[src/hdl/be3_pkg.sv]
// Package for the 3x3 binary erosion block: field widths, window masks,
// configuration register indexes and the line store entry type.
// Depends on nothing; used by the line store memory and the top level.
package be3_pkg;

  localparam int CFG_W      = 11;
  localparam int PIX_W      = 8;
  localparam int COORD_W    = 10;
  localparam int COUNT_W    = 21;
  localparam int CFG_IDX_W  = 2;
  localparam int OUT_DATA_W = 56;

  localparam logic [PIX_W-1:0]   WHITE_LEVEL = 8'd255;
  localparam logic [8:0]         CROSS_MASK  = 9'h0BA;
  localparam logic [8:0]         SQUARE_MASK = 9'h1FF;
  localparam logic [COUNT_W-1:0] COUNT_MAX   = 21'h1FFFFF;
  localparam logic [CFG_W-1:0]   MIN_SIZE    = 11'd3;
  localparam logic [CFG_W-1:0]   RESET_SIZE  = 11'd950;

  typedef enum logic [CFG_IDX_W-1:0] {
    CFG_IMAGE_WIDTH  = 2'd0,
    CFG_IMAGE_HEIGHT = 2'd1,
    CFG_SQUARE_MODE  = 2'd2
  } cfg_index_t;

  typedef struct packed {
    logic upper;
    logic middle;
  } line_bits_t;

endpackage

[src/hdl/be3_line_ram.sv]
// Line store memory: one entry per column holding the upper and middle row bits.
// One write port and one registered read port; uses be3_pkg for the entry type.
module be3_line_ram
  import be3_pkg::*;
#(
  parameter int DEPTH = 1024,
  parameter int AW    = 10
) (
  input  logic          clk,
  input  logic          wr_en,
  input  logic [AW-1:0] wr_addr,
  input  line_bits_t    wr_data,
  input  logic          rd_en,
  input  logic [AW-1:0] rd_addr,
  output line_bits_t    rd_data
);

  line_bits_t mem [DEPTH];
  line_bits_t rd_data_r;

  always_ff @(posedge clk) begin
    if (wr_en) begin
      mem[wr_addr] <= wr_data;
    end
  end

  always_ff @(posedge clk) begin
    if (rd_en) begin
      rd_data_r <= mem[rd_addr];
    end
  end

  assign rd_data = rd_data_r;

endmodule

[src/hdl/binary_erosion_3x3_counter.sv]
// Top level of the 3x3 binary erosion block with per-frame survivor count.
// A result passes the input stage register and then the output register; in pixels
// the output lags the input by one row plus one pixel. Throughput: one pixel per cycle
// while the output is not stalled, set by the single read and write port of the line store.
// Reset clears all control state, then a clearing pass over every entry zeroes
// the line store while no input transaction is taken; configuration is taken at any time.
module binary_erosion_3x3_counter
  import be3_pkg::*;
#(
  parameter int MAX_WIDTH  = 1024,
  parameter int MAX_HEIGHT = 1024
) (
  input  logic                  clk,
  input  logic                  rst_n,
  input  logic                  in_tvalid,
  output logic                  in_tready,
  input  logic [PIX_W-1:0]      in_tdata,    // [7:0] pixel_value
  output logic                  out_tvalid,
  input  logic                  out_tready,
  output logic [OUT_DATA_W-1:0] out_tdata,   // [7:0] eroded_pixel, [17:8] out_column,
                                             // [27:18] out_row, [48:28] white_total
  output logic                  out_tlast,   // frame_last
  input  logic                  cfg_valid,
  output logic                  cfg_ready,
  input  logic [CFG_IDX_W-1:0]  cfg_index,
  input  logic [CFG_W-1:0]      cfg_data
);

  localparam int CW = $clog2(MAX_WIDTH);
  localparam int RW = $clog2(MAX_HEIGHT);
  localparam int SW = CW + 1;
  localparam int SH = RW + 1;

  logic [CFG_W-1:0] cfg_width_r, cfg_height_r;
  logic             cfg_square_r;
  logic [SW-1:0]    w_use;
  logic [SH-1:0]    h_use;

  logic          clr_active_r, clr_active_nxt;
  logic [CW-1:0] clr_addr_r, clr_addr_nxt;

  logic [CW-1:0] col_r, col_nxt, a_col;
  logic [RW-1:0] row_r, row_nxt, a_row;
  logic          pos_wrap, col_end, row_end;
  logic          in_acc;

  logic          b_valid_r, b_valid_nxt;
  logic [CW-1:0] b_col_r;
  logic [RW-1:0] b_row_r;
  logic          b_white_r;
  logic          b_adv, b_go;

  line_bits_t    rd_data, wr_data;
  logic          wr_en;
  logic [CW-1:0] wr_addr;

  logic [8:0]         window_r, window_nxt, mask;
  logic [COUNT_W-1:0] count_r, count_nxt, count_base;
  logic               emit, keep, frame_last;
  logic [CW-1:0]      ocol;
  logic [RW-1:0]      orow;

  logic               out_valid_r, out_valid_nxt;
  logic [PIX_W-1:0]   out_pix_r;
  logic [COORD_W-1:0] out_col_r, out_row_r;
  logic [COUNT_W-1:0] out_total_r;
  logic               out_last_r;

  // Configuration registers.
  assign cfg_ready = 1'b1;

  always_ff @(posedge clk) begin
    if (!rst_n) begin
      cfg_width_r  <= RESET_SIZE;
      cfg_height_r <= RESET_SIZE;
      cfg_square_r <= 1'b0;
    end else if (cfg_valid && cfg_ready) begin
      unique case (cfg_index_t'(cfg_index))
        CFG_IMAGE_WIDTH:  cfg_width_r  <= cfg_data;
        CFG_IMAGE_HEIGHT: cfg_height_r <= cfg_data;
        CFG_SQUARE_MODE:  cfg_square_r <= cfg_data[0];
        default: ;
      endcase
    end
  end

  always_comb begin
    if (cfg_width_r < MIN_SIZE) begin
      w_use = SW'(MIN_SIZE);
    end else if (32'(cfg_width_r) > 32'(MAX_WIDTH)) begin
      w_use = SW'(MAX_WIDTH);
    end else begin
      w_use = SW'(cfg_width_r);
    end
    if (cfg_height_r < MIN_SIZE) begin
      h_use = SH'(MIN_SIZE);
    end else if (32'(cfg_height_r) > 32'(MAX_HEIGHT)) begin
      h_use = SH'(MAX_HEIGHT);
    end else begin
      h_use = SH'(cfg_height_r);
    end
  end

  // Line store clearing pass after reset.
  always_comb begin
    clr_active_nxt = clr_active_r;
    clr_addr_nxt   = clr_addr_r;
    if (clr_active_r) begin
      if (clr_addr_r == CW'(MAX_WIDTH - 1)) begin
        clr_active_nxt = 1'b0;
      end else begin
        clr_addr_nxt = clr_addr_r + CW'(1);
      end
    end
  end

  always_ff @(posedge clk) begin
    if (!rst_n) begin
      clr_active_r <= 1'b1;
      clr_addr_r   <= '0;
    end else begin
      clr_active_r <= clr_active_nxt;
      clr_addr_r   <= clr_addr_nxt;
    end
  end

  // Input stage: position of the accepted pixel and the line store read.
  assign b_adv     = !out_valid_r || out_tready;
  assign b_go      = b_valid_r && b_adv;
  assign in_tready = !clr_active_r && (!b_valid_r || b_adv);
  assign in_acc    = in_tvalid && in_tready;

  always_comb begin
    pos_wrap = (SW'(col_r) >= w_use) || (SH'(row_r) >= h_use);
    a_col    = pos_wrap ? '0 : col_r;
    a_row    = pos_wrap ? '0 : row_r;
    col_end  = (SW'(a_col) + SW'(1)) >= w_use;
    row_end  = (SH'(a_row) + SH'(1)) >= h_use;
    col_nxt  = col_r;
    row_nxt  = row_r;
    if (in_acc) begin
      if (col_end) begin
        col_nxt = '0;
        row_nxt = row_end ? '0 : a_row + RW'(1);
      end else begin
        col_nxt = a_col + CW'(1);
        row_nxt = a_row;
      end
    end
  end

  always_comb begin
    b_valid_nxt = b_valid_r;
    if (in_acc) begin
      b_valid_nxt = 1'b1;
    end else if (b_adv) begin
      b_valid_nxt = 1'b0;
    end
  end

  always_ff @(posedge clk) begin
    if (!rst_n) begin
      col_r     <= '0;
      row_r     <= '0;
      b_valid_r <= 1'b0;
    end else begin
      col_r     <= col_nxt;
      row_r     <= row_nxt;
      b_valid_r <= b_valid_nxt;
    end
  end

  always_ff @(posedge clk) begin
    if (in_acc) begin
      b_col_r   <= a_col;
      b_row_r   <= a_row;
      b_white_r <= (in_tdata == WHITE_LEVEL);
    end
  end

  // Line store: the window stage writes back the column it has just read.
  always_comb begin
    wr_en          = clr_active_r || b_go;
    wr_addr        = clr_active_r ? clr_addr_r : b_col_r;
    wr_data.upper  = clr_active_r ? 1'b0 : rd_data.middle;
    wr_data.middle = clr_active_r ? 1'b0 : b_white_r;
  end

  be3_line_ram #(
    .DEPTH(MAX_WIDTH),
    .AW   (CW)
  ) u_line_ram (
    .clk    (clk),
    .wr_en  (wr_en),
    .wr_addr(wr_addr),
    .wr_data(wr_data),
    .rd_en  (in_acc),
    .rd_addr(a_col),
    .rd_data(rd_data)
  );

  // Window stage: shift in the new column, decide and count.
  always_comb begin
    window_nxt = {window_r[5:0], b_white_r, rd_data.middle, rd_data.upper};
    mask       = cfg_square_r ? SQUARE_MASK : CROSS_MASK;
    emit       = (b_row_r > RW'(1)) || ((b_row_r == RW'(1)) && (b_col_r != '0));
    keep       = (b_row_r > RW'(1)) && (b_col_r > CW'(1)) && ((window_nxt & mask) == mask);
    if (b_col_r != '0) begin
      ocol = b_col_r - CW'(1);
      orow = b_row_r - RW'(1);
    end else begin
      ocol = CW'(w_use - SW'(1));
      orow = b_row_r - RW'(2);
    end
    frame_last = (SH'(b_row_r) == h_use - SH'(1)) && (SW'(b_col_r) == w_use - SW'(1));
    count_base = ((b_row_r == '0) && (b_col_r == '0)) ? '0 : count_r;
    count_nxt  = (keep && (count_base != COUNT_MAX)) ? count_base + COUNT_W'(1) : count_base;
  end

  always_ff @(posedge clk) begin
    if (!rst_n) begin
      window_r <= '0;
      count_r  <= '0;
    end else if (b_go) begin
      window_r <= window_nxt;
      count_r  <= count_nxt;
    end
  end

  // Output register.
  always_comb begin
    out_valid_nxt = out_valid_r;
    if (b_adv) begin
      out_valid_nxt = b_valid_r && emit;
    end
  end

  always_ff @(posedge clk) begin
    if (!rst_n) begin
      out_valid_r <= 1'b0;
    end else begin
      out_valid_r <= out_valid_nxt;
    end
  end

  always_ff @(posedge clk) begin
    if (b_go) begin
      out_pix_r   <= keep ? WHITE_LEVEL : '0;
      out_col_r   <= COORD_W'(ocol);
      out_row_r   <= COORD_W'(orow);
      out_total_r <= count_nxt;
      out_last_r  <= frame_last;
    end
  end

  assign out_tvalid = out_valid_r;
  assign out_tdata  = {7'd0, out_total_r, out_row_r, out_col_r, out_pix_r};
  assign out_tlast  = out_last_r;

`ifndef SYNTHESIS
  a_no_input_in_clear: assert property (@(posedge clk) disable iff (!rst_n)
    clr_active_r |-> !in_tready)
    else $error("input taken during line store clearing pass");

  a_clear_full_sweep: assert property (@(posedge clk) disable iff (!rst_n)
    $fell(clr_active_r) |-> $past(clr_addr_r) == CW'(MAX_WIDTH - 1))
    else $error("clearing pass ended before the last entry");

  a_pixel_binary: assert property (@(posedge clk) disable iff (!rst_n)
    out_valid_r |-> (out_pix_r == '0) || (out_pix_r == WHITE_LEVEL))
    else $error("result pixel is neither 0 nor 255");

  a_white_interior: assert property (@(posedge clk) disable iff (!rst_n)
    (out_valid_r && (out_pix_r == WHITE_LEVEL)) |->
      (out_col_r != '0) && (out_row_r != '0) && (out_total_r != '0))
    else $error("white result on the frame border or with a zero count");
`endif

endmodule

[config.mk]
export PLATFORM = sky130hd
export DESIGN_NAME = binary_erosion_3x3_counter
export DESIGN_NICKNAME = d
export VERILOG_FILES = /design/src/hdl/be3_pkg.sv /design/src/hdl/be3_line_ram.sv /design/src/hdl/binary_erosion_3x3_counter.sv
export SDC_FILE = /design/constraint.sdc
export NUM_CORES = 2
export LEC_CHECK = 0
export ABC_AREA = 1
export BUFFER_PORTS_ARGS = -buffer_cell sky130_fd_sc_hd__buf_2
export CAP_MARGIN = 20
export CORE_AREA = 2 2 381 761
export CTS_CLUSTER_DIAMETER = 60
export DETAILED_ROUTE_END_ITERATION = 6
export DIE_AREA = 0 0 383 763
export RECOVER_POWER = 50
export SKIP_CTS_REPAIR_TIMING = 1
export SYNTH_ARGS = -nofsm -noshare
export SYNTH_HDL_FRONTEND = slang
export SYNTH_SLANG_ARGS = --single-unit
[constraint.sdc]
create_clock -name clk -period 35.3 [get_ports clk]
set_input_delay 3.53 -clock clk [delete_from_list [all_inputs] [get_ports clk]]
set_output_delay 3.53 -clock clk [all_outputs]
set_load 0.02 [all_outputs]
==> impl_metrics.json <==
{
  "whs_path_depth": 2,
  "fin_tns_setup_ns": 0,
  "reg2reg_slack_ns": 17.62,
  "finalCritPeriodShare_pct": 50.1,
  "timing.final.ws_setup_ns": 17.62,
  "port_buffers": 77,
  "vias": 72040,
  "wl_met1_um": 104000,
  "drc": 4,
  "pwr-share-clk_pct": 42.0,
  "p_sw_w": 0.00100,
  "power_density_mw_per_mm2": 45.1,
  "drt_iter0_markers": 6582,
  "cts_tree": "done",
  "path_clk_slew_ns": 0.07,
  "fin_skew_ns": 0.0700,
  "cts_buffers": 189,
  "first_global_vias": 71387,
  "route.met2.wl_um": 157000,
  "dp_hpwl_um": 172000,
  "highest_layer": "met5",
  "crit_arrival_ns": 17.81,
  "grt_usage_pct": 20.4,
  "avgSynthCellArea_um2": 10.0,
  "failed_checks": "design-rule violations, max-capacitance violations, max-slew violations",
  "place_ws_ns": 27.38,
  "async_flop_share_pct": 0,
  "die_area_mm2": 0.292,
  "drive_gt1_share_pct": 5.92,
  "totalWireLength_um": 306000,
  "rows": 278,
  "hold_path_end": "row_r[0]",
  "ant_nets": 0,
  "ios": 86,
  "r2r_end": "u_line_ram.mem[160][0]",
  "yosysUniqueCellTypes": 51,
  "synth_enable_flop_cells": 2114,
  "period_needed_ns": 17.68,
  "maxCapViolations": 23,
  "area_growth_pct": 9.75,
  "crit_fanout": 219,
  "place.gp.congestion": 0.893,
  "p_sw_share_pct": 20.3,
  "die_h_um": 763,
  "syn_area_mm2": 0.0999,
  "min-delay-path-class": "flop to flop",
  "vias_per_cell": 5.27,
  "worstMarginPinSlew_ns": 9.15,
  "cts_buffer_depth": 4,
  "drv_slew": 2038,
  "grt_overflow": 0,
  "cp-end-kind": "flop",
  "ys.flop_type": "edfxtp_1",
  "reg2reg_from": "clr_active_r",
  "finalHoldViolations": 0,
  "min_from": "row_r[0]",
  "status": "finished, violations left",
  "root_buffer": "clkbuf_16",
  "rsz0062_at_grt": "false",
  "timing.slew.headroom_pct": -510,
  "p_seq_share_pct": 56.9,
  "worstSetupPathType": "flop to flop",
  "first_pass_iters": 7,
  "required_ns": 35.42,
  "antenna_found_initial": 3,
  "wl_per_cell_um": 22.4,
  "p_leak_nw": 42.1,
  "grt_max_degree": 237,
  "p_int_w": 0.00394,
  "yosys_warnings": 0,
  "ir_drop_mv": 0.0398,
  "clkLatencyLatePin_ns": 0.89,
  "h-tree-depth": 4,
  "cts_sinks": 2197,
  "max_freq_mhz": 56.6,
  "synth-seq-cells": 2197,
  "wl_met3_um": 20300,
  "netlist_instances": 9995,
  "crit_path_start_kind": "flop",
  "fp.dieW_um": 383,
  "yosysSeqAreaShare_pct": 65.2,
  "core_area_mm2": 0.286,
  "start_util_pct": 34.9,
  "setup_viol": 0,
  "combPwrFrac_pct": 1.1,
  "grt_pass1_wl_um": 445000,
  "reg2reg_depth": 5,
  "finalNetCount": 9815
}
logic make-up (layout without fill, tap and decap cells):
logic type	Yosys count	count (layout)	share of synthesized area (%)
simple gates	5124	5124	22.0
flops	2197	2197	65.2
buf+inv	1923	1803	7.59
compound gates	628	628	3.97
xor+xnor	66	66	0.579
fa+ha+maj	54	54	0.676
other cells	2	11	0.00752
mux	1	1	0.0100
power groups by stage:
stage | sequential (W) | combinational, W | clock (W)
floorplan | 0.00287 | 0.0000262 | 0
global placement | 0.00287 | 0.0000520 | 0
detailed placement | 0.00287 | 0.0000524 | 0
CTS | 0.00281 | 0.0000527 | 0.00210
global route | 0.00281 | 0.0000557 | 0.00219
finish | 0.00281 | 0.0000533 | 0.00208
cell usage in the layout, fill, tap and decap left out, drive strengths merged, types with 23 or more instances in the layout:
cell	synthesis	layout
o22ai	58	58
nand2	1971	1971
o211ai	242	242
nand3	1597	1597
clkinv	5	91
buf	344	164
inv	1230	1234
edfxtp	2114	2114
dfxtp	83	83
o2111ai	23	23
nor3	40	40
nor2	1318	1318
a21oi	80	80
ha	54	54
or2	117	117
nand3b	47	47
o21ai	201	201
xor2	52	52
clkbuf	344	294
synth_stat cells (5+ instances only):
master	number	area, um2
nand3b_1	47	353
buf_1	114	428
o21ai_1	30	150
nor3_2	5	50.1
a31oi_1	11	68.8
buf_2	204	1020
inv_1	1212	4550
nand2_1	1967	7380
xnor2_1	14	123
nand3_1	1595	7980
or2_2	86	538
nor2_2	5	31.3
inv_2	18	67.6
a21oi_1	80	400
clkbuf_1	344	1290
dfxtp_1	83	1660
or2_0	10	62.6
o2111ai_1	23	201
o21ai_0	171	856
buf_4	24	180
xor2_1	52	455
o211ai_1	242	1820
o22ai_1	58	363
ha_1	54	676
nand4_1	22	138
nor3_1	35	175
nor4_1	7	43.8
edfxtp_1	2114	63500
or2_1	21	131
nor2_1	1311	4920
worst max path at each step:
stage / startpoint / end / slack (ns)
finish: clr_active_r / u_line_ram.mem[160][0] / 17.62
global route: clr_active_r / u_line_ram.mem[160][0] / 16.12
CTS: out_tready / in_tready / 27.39
detailed placement: out_tready / in_tready / 27.38
global placement: out_tready / in_tready / 27.37
floorplan: clr_active_r / u_line_ram.mem[0][1] / 6.04
routing by layer:
metal  GRT usage (%)  up-vias
met3            2.32      828
met1            21.9    35430
met2            36.9     2952
li1                -    32828
met5               0        -
met4            14.6        2
sequential cells by signal (all words and copies together) (netlist names), 11 cells and up:
signal,count
cfg_width_r,11
u_line_ram.mem,2048
out_total_r,21
count_r,21
cfg_height_r,11
area by class of cell:
| cell class | count | area, um2 |
|---|---|---|
| Multi-Input combinational cell | 5881 | 27400 |
| Sequential cell | 2197 | 65100 |
| Inverter | 1235 | 4660 |
| Tap cell | 3780 | 4730 |
| Fill cell | 27841 | 177000 |
| Timing Repair Buffer | 231 | 1750 |
| Antenna cell | 3 | 7.51 |
| Clock inverter | 110 | 946 |
| Clock buffer | 227 | 4980 |
critical path: stages (launching register included):
cell      delay [ns]
dfxtp_1         0.59
nor2_4          0.19
clkbuf_1        5.92
clkbuf_1        6.66
buf_12          0.45
clkbuf_1        2.64
per-stage QoR:
step	hold WS, ns	utilization (%)	total power, W	cell area (um2)	cells
after floorplan	0.438	-	0.00290	99900	10001
after global placement	0.458	36.2	0.00292	104000	13308
after detailed placement	0.467	36.3	0.00292	104000	13320
after CTS	0.478	38.4	0.00497	110000	13657
after global routing	0.501	38.3	0.00505	110000	13662
final	0.481	38.3	0.00494	110000	13664
Note: power is estimated with default switching activity, not from simulation.
